--- config.mk ---
export PLATFORM = sky130hd
export DESIGN_NAME = fpga_serial_config_sequencer
export DESIGN_NICKNAME = d
export VERILOG_FILES = /design/src/rtl/fscs_pkg.sv /design/src/rtl/fpga_serial_config_sequencer.sv /design/src/rtl/fscs_cfg_regs.sv /design/src/rtl/fscs_in_stage.sv /design/src/rtl/fscs_engine.sv /design/src/rtl/fscs_out_stage.sv
export SDC_FILE = /design/constraint.sdc
export NUM_CORES = 1
export LEC_CHECK = 0
export ABC_AREA = 1
export BUFFER_PORTS_ARGS = -buffer_cell sky130_fd_sc_hd__buf_2
export CAP_MARGIN = 20
export CORE_UTILIZATION = 39
export DETAILED_ROUTE_END_ITERATION = 8
export GPL_TIMING_DRIVEN = 0
export PLACE_DENSITY = 0.63
export SYNTH_ARGS = -nofsm -noshare
export SYNTH_HDL_FRONTEND = slang
export SYNTH_HIERARCHICAL = 1
export SYNTH_SLANG_ARGS = --single-unit
--- constraint.sdc ---
create_clock -name aclk -period 7.9 [get_ports aclk]
set_clock_uncertainty 0.1 [all_clocks]
set_input_delay 0.79 -clock aclk [delete_from_list [all_inputs] [get_ports aclk]]
set_output_delay 0.79 -clock aclk [all_outputs]
set_load 0.02 [all_outputs]
--- src/rtl/fscs_pkg.sv ---
// Shared types and constants for the FPGA serial configuration sequencer.
// No dependencies; every other file of the block imports this package.
package fscs_pkg;

    // Register indexes on the configuration port
    localparam logic [2:0] REG_PROG_HIGH_TICKS   = 3'd0;
    localparam logic [2:0] REG_PROG_LOW_TICKS    = 3'd1;
    localparam logic [2:0] REG_INIT_LOW_TIMEOUT  = 3'd2;
    localparam logic [2:0] REG_INIT_HIGH_TIMEOUT = 3'd3;
    localparam logic [2:0] REG_TRAILER_CLOCKS    = 3'd4;

    // Register reset values
    localparam logic [7:0]  PROG_HIGH_TICKS_RST   = 8'd10;
    localparam logic [7:0]  PROG_LOW_TICKS_RST    = 8'd5;
    localparam logic [11:0] INIT_LOW_TIMEOUT_RST  = 12'd200;
    localparam logic [11:0] INIT_HIGH_TIMEOUT_RST = 12'd256;
    localparam logic [11:0] TRAILER_CLOCKS_RST    = 12'd50;

    // Bits per bitstream byte
    localparam logic [3:0] BYTE_BITS = 4'd8;

    // Stream widths
    localparam int IN_TDATA_W  = 16;
    localparam int OUT_TDATA_W = 8;

    // Completion codes
    typedef enum logic [1:0] {
        ST_OK        = 2'd0,
        ST_INIT_LOW  = 2'd1,
        ST_INIT_HIGH = 2'd2,
        ST_DONE_LOW  = 2'd3
    } status_t;

    // Sequencer phases
    typedef enum logic [3:0] {
        PH_IDLE      = 4'd0,
        PH_HIGH      = 4'd1,
        PH_LOW1      = 4'd2,
        PH_WAITLOW   = 4'd3,
        PH_LOW2      = 4'd4,
        PH_WAITHIGH  = 4'd5,
        PH_DATA      = 4'd6,
        PH_TRAILER   = 4'd7
    } phase_t;

    // One tick as it arrives
    typedef struct packed {
        logic       start_req;
        logic       init_level;
        logic       done_level;
        logic       byte_valid;
        logic [7:0] bitstream_byte;
        logic       last_byte;
    } tick_in_t;

    // One tick's report
    typedef struct packed {
        logic    prog_level;
        logic    data_bit;
        logic    clock_rise;
        logic    byte_ready;
        logic    busy_res;
        status_t status;
        logic    status_valid;
    } tick_out_t;

    // Configuration register set
    typedef struct packed {
        logic [7:0]  prog_high_ticks;
        logic [7:0]  prog_low_ticks;
        logic [11:0] init_low_timeout;
        logic [11:0] init_high_timeout;
        logic [11:0] trailer_clocks;
    } cfg_t;

endpackage

--- src/rtl/fpga_serial_config_sequencer.sv ---
// Channel   | Direction | Beat carries
// s_axis    | in        | one tick: start, init/done pins, optional byte, last mark
// m_axis    | out       | one report per tick: pin levels, byte ready, busy, status
// cfg       | in        | register write: index and data, taken when cfg_we is high
//
// Each tick passes an input register, the next-state logic and an output
// register; one tick is accepted per cycle while neither side stalls.
// The state machine advances only when a tick moves into the output register,
// so stalls on either side hold all state. aresetn is synchronous, active low,
// and restores the register defaults. Top level; depends on fscs_pkg and the
// fscs_cfg_regs, fscs_in_stage, fscs_engine and fscs_out_stage modules.
module fpga_serial_config_sequencer
    import fscs_pkg::*;
(
    input  logic                   aclk,
    input  logic                   aresetn,
    // Slave side
    input  logic                   s_tvalid,
    output logic                   s_tready,
    // start_req[0], init_level[1], done_level[2], byte_valid[3],
    // bitstream_byte[11:4], zero fill[15:12]
    input  logic [IN_TDATA_W-1:0]  s_tdata,
    input  logic                   s_tlast,
    // Master side
    output logic                   m_tvalid,
    input  logic                   m_tready,
    // prog_level[0], data_bit[1], clock_rise[2], byte_ready[3], busy_res[4],
    // status[6:5], status_valid[7]
    output logic [OUT_TDATA_W-1:0] m_tdata,
    // Configuration writes
    input  logic                   cfg_we,
    input  logic [2:0]             cfg_index,
    input  logic [11:0]            cfg_wdata
);

    cfg_t      cfg;
    tick_in_t  in_item;
    tick_in_t  held_item;
    logic      held_valid;
    logic      step_en;
    logic      out_room;
    tick_out_t step_result;
    tick_out_t out_item;

    // Unpack the incoming beat
    assign in_item.start_req      = s_tdata[0];
    assign in_item.init_level     = s_tdata[1];
    assign in_item.done_level     = s_tdata[2];
    assign in_item.byte_valid     = s_tdata[3];
    assign in_item.bitstream_byte = s_tdata[11:4];
    assign in_item.last_byte      = s_tlast;

    fscs_cfg_regs u_cfg (
        .aclk      (aclk),
        .aresetn   (aresetn),
        .cfg_we    (cfg_we),
        .cfg_index (cfg_index),
        .cfg_wdata (cfg_wdata),
        .cfg       (cfg)
    );

    fscs_in_stage u_in (
        .aclk       (aclk),
        .aresetn    (aresetn),
        .in_valid   (s_tvalid),
        .in_ready   (s_tready),
        .in_item    (in_item),
        .item_valid (held_valid),
        .item_take  (step_en),
        .item       (held_item)
    );

    // Advance one tick when an input is held and the result has room
    assign step_en = held_valid && out_room;

    fscs_engine u_engine (
        .aclk    (aclk),
        .aresetn (aresetn),
        .step_en (step_en),
        .item    (held_item),
        .cfg     (cfg),
        .result  (step_result)
    );

    fscs_out_stage u_out (
        .aclk      (aclk),
        .aresetn   (aresetn),
        .load      (step_en),
        .load_item (step_result),
        .can_load  (out_room),
        .out_valid (m_tvalid),
        .out_ready (m_tready),
        .out_item  (out_item)
    );

    // Pack the report beat
    assign m_tdata = {out_item.status_valid, out_item.status, out_item.busy_res,
                      out_item.byte_ready, out_item.clock_rise, out_item.data_bit,
                      out_item.prog_level};

`ifndef NO_ASSERTIONS
    // A finishing tick never reports the sequence as still running
    assert property (@(posedge aclk) disable iff (!aresetn)
        (m_tvalid && m_tdata[7]) |-> !m_tdata[4])
        else $error("status_valid with busy set");

    // A nonzero status appears only on a finishing tick
    assert property (@(posedge aclk) disable iff (!aresetn)
        (m_tvalid && m_tdata[6:5] != ST_OK) |-> m_tdata[7])
        else $error("status code without status_valid");

    // Clock pulses are only issued inside a running sequence
    assert property (@(posedge aclk) disable iff (!aresetn)
        (m_tvalid && m_tdata[2]) |-> m_tdata[4])
        else $error("clock_rise while idle");

    // A stalled report holds its contents
    assert property (@(posedge aclk) disable iff (!aresetn)
        (m_tvalid && !m_tready) |=> (m_tvalid && $stable(m_tdata)))
        else $error("stalled report changed");
`endif

endmodule

--- src/rtl/fscs_cfg_regs.sv ---
// Configuration register file of the sequencer: five write-only registers.
// Depends on fscs_pkg for register indexes, reset values and cfg_t.
module fscs_cfg_regs
    import fscs_pkg::*;
(
    input  logic        aclk,
    input  logic        aresetn,
    input  logic        cfg_we,
    input  logic [2:0]  cfg_index,
    input  logic [11:0] cfg_wdata,
    output cfg_t        cfg
);

    cfg_t cfg_reg;

    // Write the addressed register; other indexes are dropped
    always_ff @(posedge aclk) begin
        if (!aresetn) begin
            cfg_reg.prog_high_ticks   <= PROG_HIGH_TICKS_RST;
            cfg_reg.prog_low_ticks    <= PROG_LOW_TICKS_RST;
            cfg_reg.init_low_timeout  <= INIT_LOW_TIMEOUT_RST;
            cfg_reg.init_high_timeout <= INIT_HIGH_TIMEOUT_RST;
            cfg_reg.trailer_clocks    <= TRAILER_CLOCKS_RST;
        end else if (cfg_we) begin
            case (cfg_index)
                REG_PROG_HIGH_TICKS:   cfg_reg.prog_high_ticks   <= cfg_wdata[7:0];
                REG_PROG_LOW_TICKS:    cfg_reg.prog_low_ticks    <= cfg_wdata[7:0];
                REG_INIT_LOW_TIMEOUT:  cfg_reg.init_low_timeout  <= cfg_wdata;
                REG_INIT_HIGH_TIMEOUT: cfg_reg.init_high_timeout <= cfg_wdata;
                REG_TRAILER_CLOCKS:    cfg_reg.trailer_clocks    <= cfg_wdata;
                default: ;
            endcase
        end
    end

    assign cfg = cfg_reg;

endmodule

--- src/rtl/fscs_in_stage.sv ---
// Input register of the sequencer: holds one tick until the engine takes it.
// Depends on fscs_pkg for tick_in_t.
module fscs_in_stage
    import fscs_pkg::*;
(
    input  logic     aclk,
    input  logic     aresetn,
    input  logic     in_valid,
    output logic     in_ready,
    input  tick_in_t in_item,
    output logic     item_valid,
    input  logic     item_take,
    output tick_in_t item
);

    logic     valid_reg;
    tick_in_t item_reg;

    // Accept a new beat when empty or when the held one leaves this cycle
    assign in_ready = !valid_reg || item_take;

    always_ff @(posedge aclk) begin
        if (!aresetn) begin
            valid_reg <= 1'b0;
        end else if (in_ready) begin
            valid_reg <= in_valid;
        end
    end

    always_ff @(posedge aclk) begin
        if (in_ready && in_valid) begin
            item_reg <= in_item;
        end
    end

    assign item_valid = valid_reg;
    assign item       = item_reg;

endmodule

--- src/rtl/fscs_engine.sv ---
// Sequencer state machine: advances the pin sequence, counters and shifter
// by one tick per step and forms that tick's report. Depends on fscs_pkg.
module fscs_engine
    import fscs_pkg::*;
(
    input  logic      aclk,
    input  logic      aresetn,
    input  logic      step_en,
    input  tick_in_t  item,
    input  cfg_t      cfg,
    output tick_out_t result
);

    phase_t      phase_reg, phase_next;
    logic [11:0] tick_reg, tick_next;
    logic [7:0]  shift_reg, shift_next;
    logic [3:0]  bits_reg, bits_next;
    logic        final_reg, final_next;
    logic        prog_reg, prog_next;
    logic        data_reg, data_next;

    logic [11:0] tick_inc;
    logic [12:0] tick_inc_plus;
    logic        clk_rise;
    logic        ready;
    status_t     status;
    logic        svalid;

    assign tick_inc      = tick_reg + 12'd1;
    assign tick_inc_plus = {1'b0, tick_inc} + 13'd1;

    // State registers, updated once per consumed tick
    always_ff @(posedge aclk) begin
        if (!aresetn) begin
            phase_reg <= PH_IDLE;
            tick_reg  <= '0;
            shift_reg <= '0;
            bits_reg  <= '0;
            final_reg <= 1'b0;
            prog_reg  <= 1'b1;
            data_reg  <= 1'b0;
        end else if (step_en) begin
            phase_reg <= phase_next;
            tick_reg  <= tick_next;
            shift_reg <= shift_next;
            bits_reg  <= bits_next;
            final_reg <= final_next;
            prog_reg  <= prog_next;
            data_reg  <= data_next;
        end
    end

    // Next state and this tick's report
    always_comb begin
        phase_next = phase_reg;
        tick_next  = tick_reg;
        shift_next = shift_reg;
        bits_next  = bits_reg;
        final_next = final_reg;
        prog_next  = prog_reg;
        data_next  = data_reg;
        clk_rise   = 1'b0;
        ready      = 1'b0;
        status     = ST_OK;
        svalid     = 1'b0;

        case (phase_reg)
            PH_HIGH: begin
                tick_next = tick_inc;
                if (tick_inc_plus >= {5'd0, cfg.prog_high_ticks}) begin
                    phase_next = PH_LOW1;
                    tick_next  = '0;
                    prog_next  = 1'b0;
                end
            end
            PH_LOW1: begin
                tick_next = tick_inc;
                if (tick_inc >= {4'd0, cfg.prog_low_ticks}) begin
                    phase_next = PH_WAITLOW;
                    tick_next  = '0;
                end
            end
            PH_WAITLOW: begin
                if (!item.init_level) begin
                    phase_next = PH_LOW2;
                    tick_next  = '0;
                end else begin
                    tick_next = tick_inc;
                    if (tick_inc >= cfg.init_low_timeout) begin
                        phase_next = PH_IDLE;
                        tick_next  = '0;
                        prog_next  = 1'b1;
                        status     = ST_INIT_LOW;
                        svalid     = 1'b1;
                    end
                end
            end
            PH_LOW2: begin
                tick_next = tick_inc;
                if (tick_inc >= {4'd0, cfg.prog_low_ticks}) begin
                    phase_next = PH_WAITHIGH;
                    tick_next  = '0;
                    prog_next  = 1'b1;
                end
            end
            PH_WAITHIGH: begin
                if (item.init_level) begin
                    phase_next = PH_DATA;
                    tick_next  = '0;
                    bits_next  = '0;
                    final_next = 1'b0;
                end else begin
                    tick_next = tick_inc;
                    if (tick_inc >= cfg.init_high_timeout) begin
                        phase_next = PH_IDLE;
                        tick_next  = '0;
                        status     = ST_INIT_HIGH;
                        svalid     = 1'b1;
                    end
                end
            end
            PH_DATA: begin
                if (bits_reg == '0) begin
                    // Take a byte and send its msb on the same tick
                    ready = 1'b1;
                    if (item.byte_valid) begin
                        data_next  = item.bitstream_byte[7];
                        shift_next = {item.bitstream_byte[6:0], 1'b0};
                        bits_next  = BYTE_BITS - 4'd1;
                        final_next = item.last_byte;
                        clk_rise   = 1'b1;
                    end
                end else begin
                    data_next  = shift_reg[7];
                    shift_next = {shift_reg[6:0], 1'b0};
                    bits_next  = bits_reg - 4'd1;
                    clk_rise   = 1'b1;
                end
                if (clk_rise && bits_next == '0 && final_next) begin
                    phase_next = PH_TRAILER;
                    tick_next  = '0;
                end
            end
            PH_TRAILER: begin
                if (tick_reg < cfg.trailer_clocks) begin
                    tick_next = tick_inc;
                    clk_rise  = 1'b1;
                end else begin
                    // Trailer finished: check done
                    data_next  = 1'b1;
                    phase_next = PH_IDLE;
                    tick_next  = '0;
                    status     = item.done_level ? ST_OK : ST_DONE_LOW;
                    svalid     = 1'b1;
                end
            end
            default: begin
                // Idle and unused codes
                phase_next = PH_IDLE;
                if (item.start_req) begin
                    phase_next = PH_HIGH;
                    tick_next  = '0;
                    prog_next  = 1'b1;
                    data_next  = 1'b0;
                    bits_next  = '0;
                    final_next = 1'b0;
                    shift_next = '0;
                    if (cfg.prog_high_ticks <= 8'd1) begin
                        phase_next = PH_LOW1;
                        prog_next  = 1'b0;
                    end
                end
            end
        endcase
    end

    assign result.prog_level   = prog_next;
    assign result.data_bit     = data_next;
    assign result.clock_rise   = clk_rise;
    assign result.byte_ready   = ready;
    assign result.busy_res     = (phase_next != PH_IDLE);
    assign result.status       = status;
    assign result.status_valid = svalid;

endmodule

--- src/rtl/fscs_out_stage.sv ---
// Result register of the sequencer: holds one report until the sink takes it.
// Depends on fscs_pkg for tick_out_t.
module fscs_out_stage
    import fscs_pkg::*;
(
    input  logic      aclk,
    input  logic      aresetn,
    input  logic      load,
    input  tick_out_t load_item,
    output logic      can_load,
    output logic      out_valid,
    input  logic      out_ready,
    output tick_out_t out_item
);

    logic      valid_reg;
    tick_out_t item_reg;

    // Room when empty or when the held beat is taken this cycle
    assign can_load = !valid_reg || out_ready;

    always_ff @(posedge aclk) begin
        if (!aresetn) begin
            valid_reg <= 1'b0;
        end else if (load) begin
            valid_reg <= 1'b1;
        end else if (out_ready) begin
            valid_reg <= 1'b0;
        end
    end

    always_ff @(posedge aclk) begin
        if (load) begin
            item_reg <= load_item;
        end
    end

    assign out_valid = valid_reg;
    assign out_item  = item_reg;

endmodule

# [Yosys cells after proc, flatten, opt, wreduce, memory -nomap -nowiden]
# Cells that the tools add are included.
[totals] ff_bits=106 in_bits=37 wordCells=152
[op_classes] n_addsub=3 magnitude_cmp=6 eq_ne=14 mux=71 bitwise_logic=2 n_reduce_logical=29
[ops] cell="2-to-1 mux 12 bit" n=9
[ops] cell="case mux 12 bit (6 select lines)" n=1
[ops] cell="2-to-1 mux 4 bit" n=15
[ops] cell="2-to-1 mux 1 bit" n=28
[ops] cell="case mux 4 bit (7 select lines)" n=1
[ops] cell="greater-or-equal comparator 12 bit" n=2
[ops] cell="2-to-1 mux 8 bit" n=3
[ops] cell="equality test 4 x 3 -> 1 bit (second input constant)" n=4
[ops] cell="case mux 8 bit (2 select lines)" n=1
[ops] cell="adder 12 x 1 -> 13 bit (second input constant)" n=1
[ops] cell="greater-or-equal comparator 13 x 8 -> 1 bit" n=1
[ops] cell="adder 12 x 1 -> 12 bit (second input constant)" n=1
[ops] cell="greater-or-equal comparator 12 x 8 -> 1 bit" n=1
[ops] cell="< comparator 12 bit" n=1
[ops] cell="2-to-1 mux 2 bit" n=6
[ops] cell="case mux 4 bit (3 select lines)" n=1
[ops] cell="AND reduction 2 bit" n=5
[ops] cell="OR reduction 5 bit" n=2
[ops] cell="case mux 1 bit (3 select lines)" n=3
[ops] cell="equality test 4 x 2 -> 1 bit (second input constant)" n=2
[ops] cell="<= comparator 8 x 1 -> 1 bit (second input constant)" n=1
[ops] cell="logical NOT 4 bit" n=2
[ops] cell="AND reduction 4 bit" n=2
[ops] cell="nonzero test 7 bit" n=1
[ops] cell="23 further kinds" n=31

# [Logic depth before layout (Yosys ltp)]
[depth] word_depth=9 ltp_mapped=24

# [Hierarchy]
# The synthesis kept the hierarchy.
[modules_own_cells] module="fscs_engine" instances=1 cells_per_inst=591 area_each_um2=3631.0 seq_area_each_um2=600.6
[modules_own_cells] module="fscs_cfg_regs" instances=1 cells_per_inst=300 area_each_um2=2069.5 seq_area_each_um2=1041.0
[modules_own_cells] module="fscs_in_stage" instances=1 cells_per_inst=20 area_each_um2=441.7 seq_area_each_um2=410.4
[modules_own_cells] module="fscs_out_stage" instances=1 cells_per_inst=14 area_each_um2=286.5 seq_area_each_um2=260.2
[modules_own_cells] module="fpga_serial_config_sequencer" instances=1 cells_per_inst=2 area_each_um2=7.5 seq_area_each_um2=0.0

# [Worst setup path after synthesis]
# OpenSTA, ideal clock, no wires.
[synth_timing] path_kind="reg-to-reg" from="reg u_engine.tick_reg[0]" to="reg u_out.item_reg, in the netlist u_out/out_item[3] (data pin)" t_arrival_ns=2.722 t_required_ns=7.545 path_slack_ns=4.823 path_stages_with_launch=23 cell_sequence="dfxtp_1 > buf_6 > inv_2 > ha_1 > nor2_1 > nand3_1 > nor2_1 > nand3_1 > nor2_1 > xor2_1 > ha_1 > nand2_1 > nor3_1 > a21oi_1 > nand2_1 > nor2_1 > nand2_1 > nor2_2 > nand2_1 > a21oi_1 > nand3_1 > nor2_1 > nand2_1"
[synth_rtl] element="from (decl)" line="fscs_engine.sv:15" source="logic [11:0] tick_reg, tick_next;"
[synth_rtl] element="from (signal assigned)" line="fscs_engine.sv:44" source="tick_reg <= tick_next;"
[synth_rtl] element="to (signal assigned)" line="fscs_out_stage.sv:34" source="item_reg <= load_item;"
[synth_rtl] element="to (decl)" line="fscs_out_stage.sv:17" source="tick_out_t item_reg;"

==> impl_metrics.toml <==
[synthesis]
syn_area_per_cell_um2 = 6.94
synth-edff-count = 21
ys_seq_area_share_pct = 35.9
synth_compound_area_share_pct = 8.63
synth-seq-cells = 105
synth_warnings = 6
synth_top_area_share_pct = 26.1
synthArstFlopShare_pct = 0
synthMuxAreaShare_pct = 0
synth_top_family_by_area = "simple AND/OR/NAND/NOR gates"
synth_xor_area_share_pct = 0.816
yosys.area_share.simple_pct = 33.3
ys.flop_type = "dfxtp_1"
syn_inst = 927
synth_fa_ha_area_share_pct = 10.5
syn_nets = 1018
yosysUniqueCellTypes = 43
yosys.area.top_type = "dfxtp_1"
syn_area_um2 = 6440
synth.most_common_cell = "nand2_1"
synth_commonest_cells = "nand2_1 (204), nor2_1 (140), inv_1 (134)"
synthTopCellsByArea = "dfxtp_1 (26%), nand2_1 (12%), ha_1 (10%), edfxtp_1 (9.8%), nor2_1 (8.2%)"

[timing]
hold_viol_final = 0
hold_slack_ps = 360
rsz0062_at_grt = "no"
final_max_slew_viol_count = 0
setup-violations-final = 0
max_slew.worst_pin.slew_ps = 628
period_needed_ps = 3740
setup_tns_ps = 0
slew_headroom_pct = 58.0
fmax_ghz = 0.267
layout_setup_ws_ps = 4160
fin_crit_sh_pct = 47.3

[critical_path]
cp-end-kind = "register"
worstPathMaxFanout = 8
reg2reg_depth = 22
critPathRequiredTime_ps = 7900
worstSetupPathType = "reg -> reg"
crit_chain = "buf_6 > inv_2 > ha_1 > nor2_1 > nand3_1 > nor2_1 > nand3_1 > nor2_1 > xor2_1 > ha_1 > nand2_1 > nor3_1 > a21oi_1 > nand2_1 > nor2_1 > nand2_1 > nor2_2 > nand2_1 > a21oi_1 > nand3_1 > nor2_1 > nand2_1"
cpMaxStageDelayCell = "dfxtp_1"
critPathLaunchType = "register"
arrival_ps = 3740
crit_path_max_incr_delay_ps = 530

[place]
hpwl_mm = 12.9
place_congestion = 0.883
dpl_worst_slack_ps = 4200
portBuffers = 42
post_dp_cell_area_um2 = 6920

[floorplan]
die_y_um = 130
pin_count = 47
core_um2 = 16000
die_x_um = 130
initial_core_util_pct = 40.2
die-area_um2 = 17000
rows = 46

[final_layout]
largest_register_ffs = 52
syn2layout_area_growth_pct = 12.2
fin_nets = 1072
final_area_um2 = 7220
diodes = 0
drive_above_1_share_pct = 11.8

[global_route]
grt_pass1_vias = 5443
grt_max_degree = 21
grt_first_pass_wirelength_mm = 26.9
grt-ovfl-total = 0
grt_use_total_pct = 20.8
antenna_found_initial = 0

[routing]
first_iter_violations = 338
ant_nets = 0
num_vias = 5799
wl_per_cell_um = 13.6
drt-total-wl_mm = 16.3
drc = 0
via_per_inst = 4.82
dr.pass1.iters = 5

[clocking]
clock-sinks = 105
htreeDepth = 3
clkSlewWorstSetupHoldPaths_ps = 80
cts.hold.buffers_added = 0
tritoncts = "yes"
cts_setup_buffers = 0
cts_resized = 0
clk_latency_ps = 360
cts_buffer_depth = 2
numCtsBuffers = 9
root_buffer = "clkbuf_16"

[worst_hold_path]
worstHoldPathCells = 2
min_path_type = "reg -> reg"

[outcome]
status = "finished clean"

[job]
maxCapViolCount = 0

[pwr]
p_leak_uw = 0.00350
p_per_area_nw_per_um2 = 162
vdd_ir_drop_max_mv = 0.0946
==> metrics by stage <==
step                      utilization (%)  std cells  total power [uW]
after floorplan                         -        927               692
after global placement               43.2       1185               734
after detailed placement             43.3       1186               737
after CTS                            45.1       1202              1190
after global routing                 45.1       1202              1220
final                                45.1       1202              1170
==> critical path: cells and delay by family, from the launching register on <==
family,cells,cell delay [ps]
compound gates,2,290
xor+xnor,1,180
fa+ha+maj,2,580
buf+inv,2,270
flops,1,530
simple gates,15,1520
==> cells by family after synthesis <==
family,Yosys count
and+or+nand+nor,492
DFF,105
adders and majority gates,54
xor gates and xnor gates,6
AOI/OAI and AO/OA,102
buffers and inverters,168
==> power by group <==
| group | total, uW | switching [uW] | internal [uW] | leakage, uW |
|---|---|---|---|---|
| registers | 578 | 10.1 | 568 | 0.000885 |
| logic | 146 | 97.3 | 49.1 | 0.00247 |
| clock network | 447 | 223 | 224 | 0.000147 |
==> routing by layer <==
| layer | part of all wire [%] | up-vias | track usage, % |
|---|---|---|---|
| met4 | 2.5 | 0 | 8.25 |
| met5 | 0 | - | 0 |
| met1 | 49 | 2570 | 28.1 |
| met3 | 4.0 | 27 | 3.18 |
| li1 | - | 3093 | - |
| met2 | 44 | 109 | 33.4 |
==> area by class of cell <==
type,instances,area [um^2]
flip-flops and latches,105,2310
clock inverters,7,73.8
inverters,143,537
well taps,216,270
repair buffers,43,218
fillers,1716,8780
clock buffers,9,225
multi-input cells,654,3420
plain buffers,25,163
==> placed cells by master, fill, tap and decap left out, types with 8 or more instances in the layout <==
master,count
nand4_1,17
ha_1,54
nand2_1,204
edfxtp_1,21
buf_4,12
nor2_2,10
buf_2,46
a21oi_1,53
nor2_1,140
dfxtp_1,84
inv_1,134
inv_2,8
clkbuf_16,9
o21ai_0,34
nand3_1,95
==> worst paths after layout <==
kind,from,endpoint,slack (ps)
min reg2reg,u_engine/final_reg,u_engine/final_reg,360
min,u_engine/final_reg,u_engine/final_reg,360
max,u_engine/tick_reg[0],u_out/out_item[3],4160
max reg2reg,u_engine/tick_reg[0],u_out/out_item[3],4160
Power figures use the tool's default switching activity.
